[config.mk]
export PLATFORM = sky130hd
export DESIGN_NAME = blank_run_to_tab_converter_flat
export DESIGN_NICKNAME = d
export VERILOG_FILES = /design/src/rtl/btc_pkg.sv /design/src/rtl/btc_in_if.sv /design/src/rtl/btc_out_if.sv /design/src/rtl/blank_run_to_tab_converter.sv /design/src/rtl/btc_obuf.sv /design/src/flat_wrapper.sv
export SDC_FILE = /design/constraint.sdc
export NUM_CORES = 1
export LEC_CHECK = 0
export BUFFER_PORTS_ARGS = -buffer_cell sky130_fd_sc_hd__buf_2
export CAP_MARGIN = 15
export CORE_UTILIZATION = 46
export DETAILED_ROUTE_END_ITERATION = 12
export HOLD_SLACK_MARGIN = 0.08
export PLACE_DENSITY = 0.73
export SLEW_MARGIN = 20
export SYNTH_ARGS = -nofsm -noshare
export SYNTH_HDL_FRONTEND = slang
export SYNTH_HIERARCHICAL = 1
export SYNTH_SLANG_ARGS = --single-unit
export TNS_END_PERCENT = 100
[constraint.sdc]
create_clock -name clk -period 10.55 [get_ports clk]
set_input_delay 0.5275 -clock clk [delete_from_list [all_inputs] [get_ports clk]]
set_output_delay 0.5275 -clock clk [all_outputs]
set_load 0.02 [all_outputs]
[src/rtl/btc_pkg.sv]
package btc_pkg;

  // ASCII codes the converter reacts to
  localparam logic [7:0] C_SPACE = 8'h20;
  localparam logic [7:0] C_TAB   = 8'h09;
  localparam logic [7:0] C_LF    = 8'h0A;
  localparam logic [7:0] C_CR    = 8'h0D;
  localparam logic [7:0] C_BS    = 8'h08;

  localparam int STOP_W      = 12;
  localparam int NUM_STOPS   = 6;
  localparam int MAX_STOPS   = 6;
  localparam int DEFAULT_TAB = 8;
  localparam int MAX_PENDING = 63;

  localparam int APB_AW = 5;
  localparam int APB_DW = 32;

  // register indexes (paddr[4:2])
  localparam logic [2:0] REG_ALL_MODE = 3'd0;
  localparam logic [2:0] REG_STOP_CNT = 3'd1;
  localparam logic [2:0] REG_STOP_A   = 3'd2;

  typedef logic [NUM_STOPS-1:0][STOP_W-1:0] stop_vec_t;

  typedef struct packed {
    logic [7:0] out_byte;
    logic       last;
    logic       overflow;
  } res_t;

endpackage

[src/rtl/btc_in_if.sv]
interface btc_in_if;
  logic       valid;
  logic       ready;
  logic       req_type;
  logic [7:0] in_byte;

  modport source (output valid, output req_type, output in_byte, input ready);
  modport sink   (input valid, input req_type, input in_byte, output ready);
endinterface

[src/rtl/btc_out_if.sv]
interface btc_out_if;
  logic       valid;
  logic       ready;
  logic [7:0] out_byte;
  logic       last;
  logic       overflow;

  modport source (output valid, output out_byte, output last, output overflow, input ready);
  modport sink   (input valid, input out_byte, input last, input overflow, output ready);
endinterface

[src/rtl/blank_run_to_tab_converter.sv]
// Blank-run to tab converter. Text bytes enter on in_ch, one item per cycle at best;
// blanks eligible for conversion are absorbed into a pending run and produce nothing.
// A byte that ends a run, or an end-of-source item, first sets up the run walk, which
// then emits the run's tabs and spaces in turn; a text byte then follows on its own.
// Results leave through a two-entry output buffer, so input keeps flowing while one
// result waits. Every configuration write starts a restoring remainder pass that
// rebuilds the repeating tab stops after the column and after the pending run's start,
// one column bit per cycle; input items wait during that pass.
module blank_run_to_tab_converter #(
  parameter int MAX_COLUMN = 4095
) (
  input  logic                          clk,
  input  logic                          rst_n,
  btc_in_if.sink                        in_ch,
  btc_out_if.source                     out_ch,
  input  logic                          psel,
  input  logic                          penable,
  input  logic                          pwrite,
  input  logic [btc_pkg::APB_AW-1:0]    paddr,
  input  logic [btc_pkg::APB_DW-1:0]    pwdata,
  output logic [btc_pkg::APB_DW-1:0]    prdata,
  output logic                          pready
);
  import btc_pkg::*;

  localparam int CW   = $clog2(MAX_COLUMN + 1);
  localparam int TW   = ((CW > STOP_W) ? CW : STOP_W) + 1;
  localparam int CNTW = $clog2(CW);
  localparam int SIW  = $clog2(NUM_STOPS);
  localparam logic [TW-1:0] MAXC_T = TW'(MAX_COLUMN);
  localparam logic [CW-1:0] MAXC   = CW'(MAX_COLUMN);
  localparam logic [TW-1:0] MAXP_T = TW'(MAX_PENDING);

  typedef enum logic [2:0] {
    ST_RUN  = 3'b001,
    ST_WALK = 3'b010,
    ST_CALC = 3'b100
  } state_t;

  // configuration
  logic            all_mode_r;
  logic [2:0]      stop_cnt_r;
  stop_vec_t       stops_r;
  logic            cfg_wr;
  logic [2:0]      cfg_idx;
  logic [SIW-1:0]  stop_sel;

  // line state
  state_t          st_r, st_nxt;
  logic [CW-1:0]   col_r, col_nxt;
  logic [CW-1:0]   rs_r, rs_nxt;
  logic            pend_r, pend_nxt;
  logic            seen_r, seen_nxt;
  logic            ovf_r, ovf_nxt;
  logic [TW-1:0]   rept_r, rept_nxt;         // repeating next stop after col_r
  logic [TW-1:0]   run_rept_r, run_rept_nxt; // same, taken at run start
  logic [CW-1:0]   walk_c_r, walk_c_nxt;
  logic [TW-1:0]   walk_t_r, walk_t_nxt;
  logic [CNTW-1:0] div_cnt_r, div_cnt_nxt;
  logic [STOP_W:0] rem_r, rem_nxt;
  logic [STOP_W:0] rrem_r, rrem_nxt;         // remainder for the run start

  // input register
  logic            in_vld_r;
  logic            in_type_r;
  logic [7:0]      in_byte_r;
  logic            consume;

  // output side
  logic            push;
  res_t            push_d;
  res_t            head;
  logic            room;

  // derived
  logic [STOP_W-1:0] iv;
  logic [TW-1:0]     iv_t;
  logic              list_mode;
  logic [2:0]        n_stops;
  logic [TW-1:0]     col_e, t_col, t_walk, c_walk_e, c_step_e;
  logic              is_tab, walk_done;
  logic              is_blank, elig, run_busy, ovf_item, is_eol, is_bs;
  logic [TW-1:0]     rs_e, nc0, nc1, nc2;
  logic              nc_ovf1, nc_ovf2;
  logic [STOP_W:0]   rem_sh, rem_step;
  logic [STOP_W:0]   rrem_sh, rrem_step;

  function automatic logic [TW-1:0] list_next(input logic [CW-1:0] c,
                                              input logic [2:0] n,
                                              input stop_vec_t s);
    logic [TW-1:0] res;
    res = TW'(c);
    // descending so the earliest qualifying entry wins
    for (int i = NUM_STOPS - 1; i >= 0; i--) begin
      if (3'(i) < n && TW'(s[i]) > TW'(c)) begin
        res = TW'(s[i]);
      end
    end
    return res;
  endfunction

  // ---------------- configuration port ----------------
  assign pready   = 1'b1;
  assign cfg_idx  = paddr[4:2];
  assign cfg_wr   = psel && penable && pwrite && pready;
  assign stop_sel = SIW'(cfg_idx - REG_STOP_A);

  always_comb begin
    unique case (cfg_idx)
      REG_ALL_MODE: prdata = APB_DW'(all_mode_r);
      REG_STOP_CNT: prdata = APB_DW'(stop_cnt_r);
      default:      prdata = APB_DW'(stops_r[stop_sel]);
    endcase
  end

  always_ff @(posedge clk) begin
    if (!rst_n) begin
      all_mode_r <= 1'b0;
      stop_cnt_r <= 3'd0;
      for (int i = 0; i < NUM_STOPS; i++) begin
        stops_r[i] <= STOP_W'(8 * (i + 1));
      end
    end else if (cfg_wr) begin
      unique case (cfg_idx)
        REG_ALL_MODE: all_mode_r <= pwdata[0];
        REG_STOP_CNT: stop_cnt_r <= pwdata[2:0];
        default:      stops_r[stop_sel] <= pwdata[STOP_W-1:0];
      endcase
    end
  end

  // ---------------- tab stop helpers ----------------
  assign n_stops   = (stop_cnt_r > 3'(MAX_STOPS)) ? 3'(MAX_STOPS) : stop_cnt_r;
  assign list_mode = (n_stops >= 3'd2);
  always_comb begin
    if (stop_cnt_r == 3'd0) begin
      iv = STOP_W'(DEFAULT_TAB);
    end else if (stops_r[0] == '0) begin
      iv = STOP_W'(1);
    end else begin
      iv = stops_r[0];
    end
  end
  assign iv_t = TW'(iv);

  assign col_e  = TW'(col_r);
  assign t_col  = list_mode ? list_next(col_r, n_stops, stops_r) : rept_r;
  assign t_walk = list_mode ? list_next(walk_c_r, n_stops, stops_r) : walk_t_r;

  // one step of the run walk
  assign c_walk_e  = TW'(walk_c_r);
  assign is_tab    = (t_walk > c_walk_e + TW'(1)) && (t_walk <= col_e);
  assign c_step_e  = is_tab ? t_walk : c_walk_e + TW'(1);
  assign walk_done = (c_step_e >= col_e);

  // item classification
  assign is_blank = (in_byte_r == C_SPACE) || (in_byte_r == C_TAB);
  assign elig     = !in_type_r && is_blank && (all_mode_r || !seen_r);
  assign run_busy = pend_r && (rs_r != col_r);
  assign is_eol   = (in_byte_r == C_LF) || (in_byte_r == C_CR);
  assign is_bs    = (in_byte_r == C_BS);
  assign ovf_item = ovf_r || (!in_type_r && !is_eol && !is_bs && col_r == MAXC);

  // blank absorbed into the pending run
  assign rs_e    = pend_r ? TW'(rs_r) : col_e;
  assign nc0     = (in_byte_r == C_TAB && t_col > col_e) ? t_col : col_e + TW'(1);
  assign nc_ovf1 = (nc0 > MAXC_T);
  assign nc1     = nc_ovf1 ? MAXC_T : nc0;
  assign nc_ovf2 = ((nc1 - rs_e) > MAXP_T);
  assign nc2     = nc_ovf2 ? rs_e + MAXP_T : nc1;

  // restoring remainder steps: col_r mod iv and rs_r mod iv, MSB first
  assign rem_sh    = {rem_r[STOP_W-1:0], col_r[div_cnt_r]};
  assign rem_step  = (rem_sh >= {1'b0, iv}) ? rem_sh - {1'b0, iv} : rem_sh;
  assign rrem_sh   = {rrem_r[STOP_W-1:0], rs_r[div_cnt_r]};
  assign rrem_step = (rrem_sh >= {1'b0, iv}) ? rrem_sh - {1'b0, iv} : rrem_sh;

  // ---------------- control ----------------
  always_comb begin
    st_nxt       = st_r;
    col_nxt      = col_r;
    rs_nxt       = rs_r;
    pend_nxt     = pend_r;
    seen_nxt     = seen_r;
    ovf_nxt      = ovf_r;
    rept_nxt     = rept_r;
    run_rept_nxt = run_rept_r;
    walk_c_nxt   = walk_c_r;
    walk_t_nxt   = walk_t_r;
    div_cnt_nxt  = div_cnt_r;
    rem_nxt      = rem_r;
    rrem_nxt     = rrem_r;
    consume      = 1'b0;
    push         = 1'b0;
    push_d.out_byte = in_byte_r;
    push_d.last     = 1'b1;
    push_d.overflow = ovf_item;

    if (cfg_wr) begin
      st_nxt      = ST_CALC;
      div_cnt_nxt = CNTW'(CW - 1);
      rem_nxt     = '0;
      rrem_nxt    = '0;
    end else begin
      unique case (st_r)
        ST_RUN: begin
          if (in_vld_r) begin
            if (in_type_r) begin
              if (run_busy) begin
                st_nxt     = ST_WALK;
                walk_c_nxt = rs_r;
                walk_t_nxt = run_rept_r;
              end else begin
                consume  = 1'b1;
                col_nxt  = '0;
                rs_nxt   = '0;
                pend_nxt = 1'b0;
                seen_nxt = 1'b0;
                rept_nxt = iv_t;
              end
            end else if (elig) begin
              consume = 1'b1;
              if (!pend_r) begin
                rs_nxt       = col_r;
                run_rept_nxt = rept_r;
                pend_nxt     = 1'b1;
              end
              col_nxt  = nc2[CW-1:0];
              rept_nxt = (nc2 >= rept_r) ? rept_r + iv_t : rept_r;
              if (nc_ovf1 || nc_ovf2) begin
                ovf_nxt = 1'b1;
              end
            end else if (run_busy) begin
              st_nxt     = ST_WALK;
              walk_c_nxt = rs_r;
              walk_t_nxt = run_rept_r;
            end else if (room) begin
              consume  = 1'b1;
              push     = 1'b1;
              pend_nxt = 1'b0;
              ovf_nxt  = 1'b0;
              if (is_eol) begin
                col_nxt  = '0;
                rept_nxt = iv_t;
                seen_nxt = 1'b0;
              end else if (is_bs) begin
                seen_nxt = 1'b1;
                if (col_r != '0) begin
                  col_nxt = col_r - CW'(1);
                  // stepping back across a stop pulls the stop down to col_r
                  if (col_e == rept_r - iv_t) begin
                    rept_nxt = col_e;
                  end
                end
              end else begin
                seen_nxt = 1'b1;
                if (col_r != MAXC) begin
                  col_nxt  = col_r + CW'(1);
                  rept_nxt = ((col_e + TW'(1)) >= rept_r) ? rept_r + iv_t : rept_r;
                end
              end
            end
          end
        end

        ST_WALK: begin
          if (room) begin
            push            = 1'b1;
            push_d.out_byte = is_tab ? C_TAB : C_SPACE;
            push_d.last     = in_type_r && walk_done;
            walk_c_nxt      = c_step_e[CW-1:0];
            walk_t_nxt      = (c_step_e >= walk_t_r) ? walk_t_r + iv_t : walk_t_r;
            if (walk_done) begin
              st_nxt   = ST_RUN;
              pend_nxt = 1'b0;
              if (in_type_r) begin
                consume  = 1'b1;
                ovf_nxt  = 1'b0;
                col_nxt  = '0;
                rs_nxt   = '0;
                seen_nxt = 1'b0;
                rept_nxt = iv_t;
              end
            end
          end
        end

        ST_CALC: begin
          rem_nxt  = rem_step;
          rrem_nxt = rrem_step;
          if (div_cnt_r == '0) begin
            st_nxt       = ST_RUN;
            rept_nxt     = col_e - TW'(rem_step) + iv_t;
            run_rept_nxt = TW'(rs_r) - TW'(rrem_step) + iv_t;
          end else begin
            div_cnt_nxt = div_cnt_r - CNTW'(1);
          end
        end

        default: begin
          st_nxt = ST_RUN;
        end
      endcase
    end
  end

  assign in_ch.ready = !in_vld_r || consume;

  always_ff @(posedge clk) begin
    if (!rst_n) begin
      st_r       <= ST_RUN;
      in_vld_r   <= 1'b0;
      col_r      <= '0;
      rs_r       <= '0;
      pend_r     <= 1'b0;
      seen_r     <= 1'b0;
      ovf_r      <= 1'b0;
      rept_r     <= TW'(DEFAULT_TAB);
      run_rept_r <= TW'(DEFAULT_TAB);
    end else begin
      st_r       <= st_nxt;
      col_r      <= col_nxt;
      rs_r       <= rs_nxt;
      pend_r     <= pend_nxt;
      seen_r     <= seen_nxt;
      ovf_r      <= ovf_nxt;
      rept_r     <= rept_nxt;
      run_rept_r <= run_rept_nxt;
      if (in_ch.ready) begin
        in_vld_r <= in_ch.valid;
      end
    end
    if (in_ch.valid && in_ch.ready) begin
      in_type_r <= in_ch.req_type;
      in_byte_r <= in_ch.in_byte;
    end
    walk_c_r  <= walk_c_nxt;
    walk_t_r  <= walk_t_nxt;
    div_cnt_r <= div_cnt_nxt;
    rem_r     <= rem_nxt;
    rrem_r    <= rrem_nxt;
  end

  // ---------------- output buffer ----------------
  btc_obuf u_obuf (
    .clk       (clk),
    .rst_n     (rst_n),
    .push      (push),
    .push_data (push_d),
    .room      (room),
    .out_valid (out_ch.valid),
    .out_ready (out_ch.ready),
    .out_data  (head)
  );

  assign out_ch.out_byte = head.out_byte;
  assign out_ch.last     = head.last;
  assign out_ch.overflow = head.overflow;

  a_walk_has_run: assert property (@(posedge clk) disable iff (!rst_n)
    (st_r == ST_WALK) |-> pend_r) else $error("run walk without pending run");
  a_run_span: assert property (@(posedge clk) disable iff (!rst_n)
    pend_r |-> ((col_e - TW'(rs_r)) <= MAXP_T)) else $error("pending run too long");
  a_calc_quiet: assert property (@(posedge clk) disable iff (!rst_n)
    (st_r == ST_CALC) |-> !push) else $error("result emitted during stop recompute");
  a_last_retires: assert property (@(posedge clk) disable iff (!rst_n)
    (push && push_d.last) |-> consume) else $error("last result without retiring item");

endmodule

[src/rtl/btc_obuf.sv]
module btc_obuf (
  input  logic            clk,
  input  logic            rst_n,
  input  logic            push,
  input  btc_pkg::res_t   push_data,
  output logic            room,
  output logic            out_valid,
  input  logic            out_ready,
  output btc_pkg::res_t   out_data
);
  import btc_pkg::*;

  // two-entry output buffer: head register plus skid entry
  logic [1:0] cnt_r, cnt_nxt;
  res_t       head_r, head_nxt;
  res_t       skid_r, skid_nxt;
  logic       pop;

  assign pop       = out_valid && out_ready;
  assign out_valid = (cnt_r != 2'd0);
  assign out_data  = head_r;
  assign room      = (cnt_r != 2'd2);

  always_comb begin
    cnt_nxt  = cnt_r;
    head_nxt = head_r;
    skid_nxt = skid_r;
    case (cnt_r)
      2'd0: begin
        if (push) begin
          head_nxt = push_data;
          cnt_nxt  = 2'd1;
        end
      end
      2'd1: begin
        if (push && pop) begin
          head_nxt = push_data;
        end else if (push) begin
          skid_nxt = push_data;
          cnt_nxt  = 2'd2;
        end else if (pop) begin
          cnt_nxt = 2'd0;
        end
      end
      default: begin
        if (pop) begin
          head_nxt = skid_r;
          cnt_nxt  = 2'd1;
        end
      end
    endcase
  end

  always_ff @(posedge clk) begin
    if (!rst_n) begin
      cnt_r <= 2'd0;
    end else begin
      cnt_r <= cnt_nxt;
    end
    head_r <= head_nxt;
    skid_r <= skid_nxt;
  end

  a_no_push_full: assert property (@(posedge clk) disable iff (!rst_n)
    push |-> room) else $error("item pushed into full output buffer");
  a_cnt_range: assert property (@(posedge clk) disable iff (!rst_n)
    cnt_r != 2'd3) else $error("output buffer count out of range");
  a_skid_moves: assert property (@(posedge clk) disable iff (!rst_n)
    (cnt_r == 2'd2 && pop) |=> head_r == $past(skid_r))
    else $error("skid entry lost on pop");

endmodule

[src/flat_wrapper.sv]
// flat-port wrapper written by rule: the top's interface ports become plain ports
module blank_run_to_tab_converter_flat import btc_pkg::*;
#(
  parameter int MAX_COLUMN = 4095
)
  (clk, rst_n, psel, penable, pwrite, paddr, pwdata, prdata, pready, in_ch_valid, in_ch_req_type, in_ch_in_byte, in_ch_ready, out_ch_valid, out_ch_out_byte, out_ch_last, out_ch_overflow, out_ch_ready);
  btc_in_if in_ch_i ();
  btc_out_if out_ch_i ();
  input  logic clk;
  input  logic rst_n;
  input  logic psel;
  input  logic penable;
  input  logic pwrite;
  input  logic [btc_pkg::APB_AW-1:0] paddr;
  input  logic [btc_pkg::APB_DW-1:0] pwdata;
  output logic [btc_pkg::APB_DW-1:0] prdata;
  output logic pready;
  input wire logic [$bits(in_ch_i.valid)-1:0] in_ch_valid;
  input wire logic [$bits(in_ch_i.req_type)-1:0] in_ch_req_type;
  input wire logic [$bits(in_ch_i.in_byte)-1:0] in_ch_in_byte;
  output wire logic [$bits(in_ch_i.ready)-1:0] in_ch_ready;
  output wire logic [$bits(out_ch_i.valid)-1:0] out_ch_valid;
  output wire logic [$bits(out_ch_i.out_byte)-1:0] out_ch_out_byte;
  output wire logic [$bits(out_ch_i.last)-1:0] out_ch_last;
  output wire logic [$bits(out_ch_i.overflow)-1:0] out_ch_overflow;
  input wire logic [$bits(out_ch_i.ready)-1:0] out_ch_ready;
  assign in_ch_i.valid = in_ch_valid;
  assign in_ch_i.req_type = in_ch_req_type;
  assign in_ch_i.in_byte = in_ch_in_byte;
  assign in_ch_ready = in_ch_i.ready;
  assign out_ch_valid = out_ch_i.valid;
  assign out_ch_out_byte = out_ch_i.out_byte;
  assign out_ch_last = out_ch_i.last;
  assign out_ch_overflow = out_ch_i.overflow;
  assign out_ch_i.ready = out_ch_ready;
  blank_run_to_tab_converter #(.MAX_COLUMN(MAX_COLUMN)) u_core (.clk(clk), .rst_n(rst_n), .in_ch(in_ch_i), .out_ch(out_ch_i), .psel(psel), .penable(penable), .pwrite(pwrite), .paddr(paddr), .pwdata(pwdata), .prdata(prdata), .pready(pready));
endmodule
==> impl_metrics.csv <==
group,metric,value,unit
worst_setup_path,critPathSlowestCell,"o31ai_1",
global_route,grt_pass1_wl,139.4,mm
placement,dpl_worst_slack,0.7832,ns
worst_setup_path,r2r_cells,39,
sta,setup_slack,0.4777,ns
power,p_leak,11.11,nW
global_route,antenna_found_initial,1,
floorplan,io-pin-count,98,
hold_path,hold_path.startpoint,"in_ch_in_byte[4]",
drt,dr_total_vias,24830,
sta,post-route-period-util,95.47,%
clock_tree,cts-root-buf,"clkbuf_16",
drt,drtIter0Drc,3420,
hold_path,holdPathStages,1,
sta,max_freq,99.28,MHz
yosys,ys_seq_area_share,19.99,%
sta,skew,0.01763,ns
clock_tree,ctsLongestPathBuffers,3,
sta,finalSetupViolations,0,
cells_and_area,num-fill-cells,5084,
yosys,synth_top_cell_by_area,"ha_1",
power,switching_share,36.70,%
clock_tree,cts_tree,"yes",
hold_path,holdPathEnd,"u_core/in_byte_r[4]",
drt,wl_per_cell,24.92,um
floorplan,start_util,46.49,%
status,outcome,"completed",
power,vdd_drop_max,105.0,uV
drt,ant_nets,0,
yosys,ys_top_cells_by_count,"350 x ha_1, 322 x nand2_1, 238 x a21oi_1",
yosys,synth.distinct_cells,101,
worst_setup_path,worstPathArrival,9.54,ns
sta,final-max-slew-violation-count,0,
power,p_per_area,112.4,nW/um^2
floorplan,chipWidth,232.5,um
global_route,grt_max_degree,80,
worst_setup_path,worst_setup_path_start_kind,"register",
worst_setup_path,critical_path_cell_count,28,
drt,drt_first_pass_iters,12,
clock_tree,clk_pin_slew,0.06,ns
power,p_int,0.001886,W
floorplan,num_rows,84,
yosys,synth_edf_count,54,
sta,slew_headroom,34.44,%
placement,port_buffers,54,
worst_setup_path,reg2reg_to,"u_core/rept_r[2]",
floorplan,fp.dieH,232.5,um
yosys,syn_area_per_cell,8.079,um^2
power,p_switching,0.001094,W
yosys,synth.most_common_cell,"ha_1",
cells_and_area,drive_gt1_share,9.919,%
sta,rsz0062_at_grt,"false",
worst_setup_path,cp_data_required_time,10.02,ns
power,seqPwrFrac,30.6,%
sta,final_hold_viol_count,0,
power,power_frac_comb,36.5,%
worst_setup_path,crit_family,"compound AO/OA/AOI/OAI gates",
global_route,grt_overflow,0,
yosys,ys.warnings.count,6,
floorplan,fp.coreArea,52550,um^2
clock_tree,htree_levels,1,
sta,finalCriticalPeriod,10.07,ns
placement,globalplace.congestion,1.066,
worst_setup_path,worst-path-buf-inv,4,
yosys,synth_top_area_share,17.92,%
hold_path,hold_path.class,"in2reg",
worst_setup_path,reg2reg_slack,0.69,ns
sta,worst_pin_slew,0.9820,ns
drt,wl,93.79,mm
worst_setup_path,crit_type,"reg2out",
drt,vias_per_cell,6.597,
worst_setup_path,crit_path_end_kind,"output pin",
drt,drc,0,
yosys,synth_area_leaders,"ha_1 18%, dfxtp_1 13%, edfxtp_1 6.6%, nand2_1 4.9%, a21oi_1 4.9%",
power,power.clock.fraction,33.0,%
cells_and_area,area_delta_synth_final,8.537,%
global_route,grtUsageTotal,34.04,%
yosys,syn_inst,3024,
worst_setup_path,r2r_start,"u_core/col_r[10]",
cells_and_area,fin_nets,3489,
yosys,ys_ff_latch,217,
yosys,syn_area,24430,um^2
worst_setup_path,worstPathMaxFanout,22,
worst_setup_path,slowest_delay,0.70,ns
sta,setup_tns,0,ns
global_route,grt_pass1_vias,22530,
clock_tree,clock_latency,0.59,ns
yosys,synthArstFlopShare,0,%
floorplan,dieArea,54040,um^2
placement,dpl.hpwl,69.42,mm
run,drv_cap,0,
clock_tree,cts_made_buffers,27,
clock_tree,postCtsHoldBufs,0,
clock_tree,cts.sinks,217,
yosys,synth_ff_type,"dfxtp_1",
routing by layer:
| metal | routed length [um] | share of wire [%] | GRT usage, % | vias up |
|---|---|---|---|---|
| met5 | 0 | 0 | 0 | - |
| met4 | 5820 | 6.2 | 18.67 | 0 |
| met3 | 12620 | 13 | 8.027 | 359 |
| met2 | 37770 | 40 | 48.78 | 1669 |
| met1 | 37580 | 40 | 46.63 | 11530 |
| li1 | - | - | - | 11270 |
how the worst max path moves through the flow:
stage / endpoint / start / slack (ns)
2_1_floorplan: u_core/rept_r[1] / u_core/col_r[1] / 1.23
3_5_place_dp: u_core/rept_r[1] / u_core/col_r[6] / 0.78
3_3_place_gp: u_core/rept_r[1] / u_core/col_r[10] / 0.84
4_1_cts: u_core/rept_r[2] / u_core/col_r[10] / 0.75
5_1_grt: in_ch_ready / u_core/walk_c_r[1] / 0.13
6_report: in_ch_ready / u_core/walk_c_r[5] / 0.48
sequential cells by signal, indices dropped and copies added, names as in the netlist, 2 cells and up:
| signal | count |
|---|---|
| u_core/stops_r | 72 |
| u_core/rept_r | 13 |
| u_core/run_rept_r | 13 |
| u_core/walk_t_r | 13 |
| u_core/col_r | 12 |
| u_core/rem_r | 12 |
| u_core/rrem_r | 12 |
| u_core/rs_r | 12 |
| u_core/walk_c_r | 12 |
| u_core/u_obuf/out_data | 10 |
| u_core/u_obuf/skid_r | 10 |
| u_core/in_byte_r | 8 |
| u_core/div_cnt_r | 4 |
| u_core/st_r | 3 |
| u_core/stop_cnt_r | 3 |
| u_core/u_obuf/cnt_r | 2 |
stage by stage:
stage               hold slack [ns]  instance area [um^2]  power, W  util (%)  std cells
global route                 0.1165                 26520  0.003127     50.46       3763
floorplan                    0.4381                 24500  0.001742         -       3043
finish                       0.1185                 26520  0.002980     50.46       3764
global placement             0.4553                 25590  0.001974     48.70       3714
detailed placement           0.4538                 25590  0.001985     48.70       3714
CTS                          0.1177                 26510  0.002951     50.45       3763
cell usage in the layout (no fill, tap or decap), types with 54 or more instances in the layout:
master    synthesis  layout
xnor2_1          97      97
nor2_1          209     206
a21oi_1         238     237
inv_1           164     164
mux2i_1          65      65
nand4_1          61      61
dfxtp_1         163     163
o21ai_0         136     136
nor3_1           63      62
nand2_1         322     322
nand3_1          86      86
buf_2            21      54
a21o_1           57      57
edfxtp_1         54      54
ha_1            350     350
buf_4            24      98
a211oi_1         68      68
kinds of logic (layout without fill, tap and decap cells):
| logic type | after synthesis | count (layout) | synth area share, % |
|---|---|---|---|
| other | 2 | 22 | 0.03074 |
| XOR/XNOR | 126 | 126 | 4.548 |
| multiplexers | 110 | 110 | 5.582 |
| buffers and inverters | 335 | 367 | 5.838 |
| AO/OA/AOI/OAI | 898 | 898 | 24.85 |
| adder cells (fa/ha/maj) | 381 | 381 | 20.46 |
| flip-flops | 217 | 217 | 19.99 |
| AND/OR/NAND/NOR | 955 | 955 | 18.70 |
power by group through the flow:
stage               clock [W]  combinational (W)  sequential, W
floorplan                   0           0.000833       0.000909
global placement            0            0.00105       0.000926
detailed placement          0            0.00106       0.000926
CTS                  0.000980            0.00106       0.000908
global route          0.00102            0.00120       0.000910
finish               0.000982            0.00109       0.000911
what timing repair did:
item	CTS	global route
endpoints found under the setup margin	0	6
resized for setup	0	1
buffers inserted	0	0
layout make-up:
cell class,count,area (um^2),share of cell area [%]
diodes,1,2.502,0.009437
clock buffers,33,739.5,2.789
inverters,166,624.3,2.354
multi-input cells,2491,18220,68.72
repair buffers,152,1006,3.794
flip-flops and latches,217,4885,18.42
clock inverters,16,176.4,0.6653
well taps,688,860.8,3.246
Power figures use the tool's default switching activity.
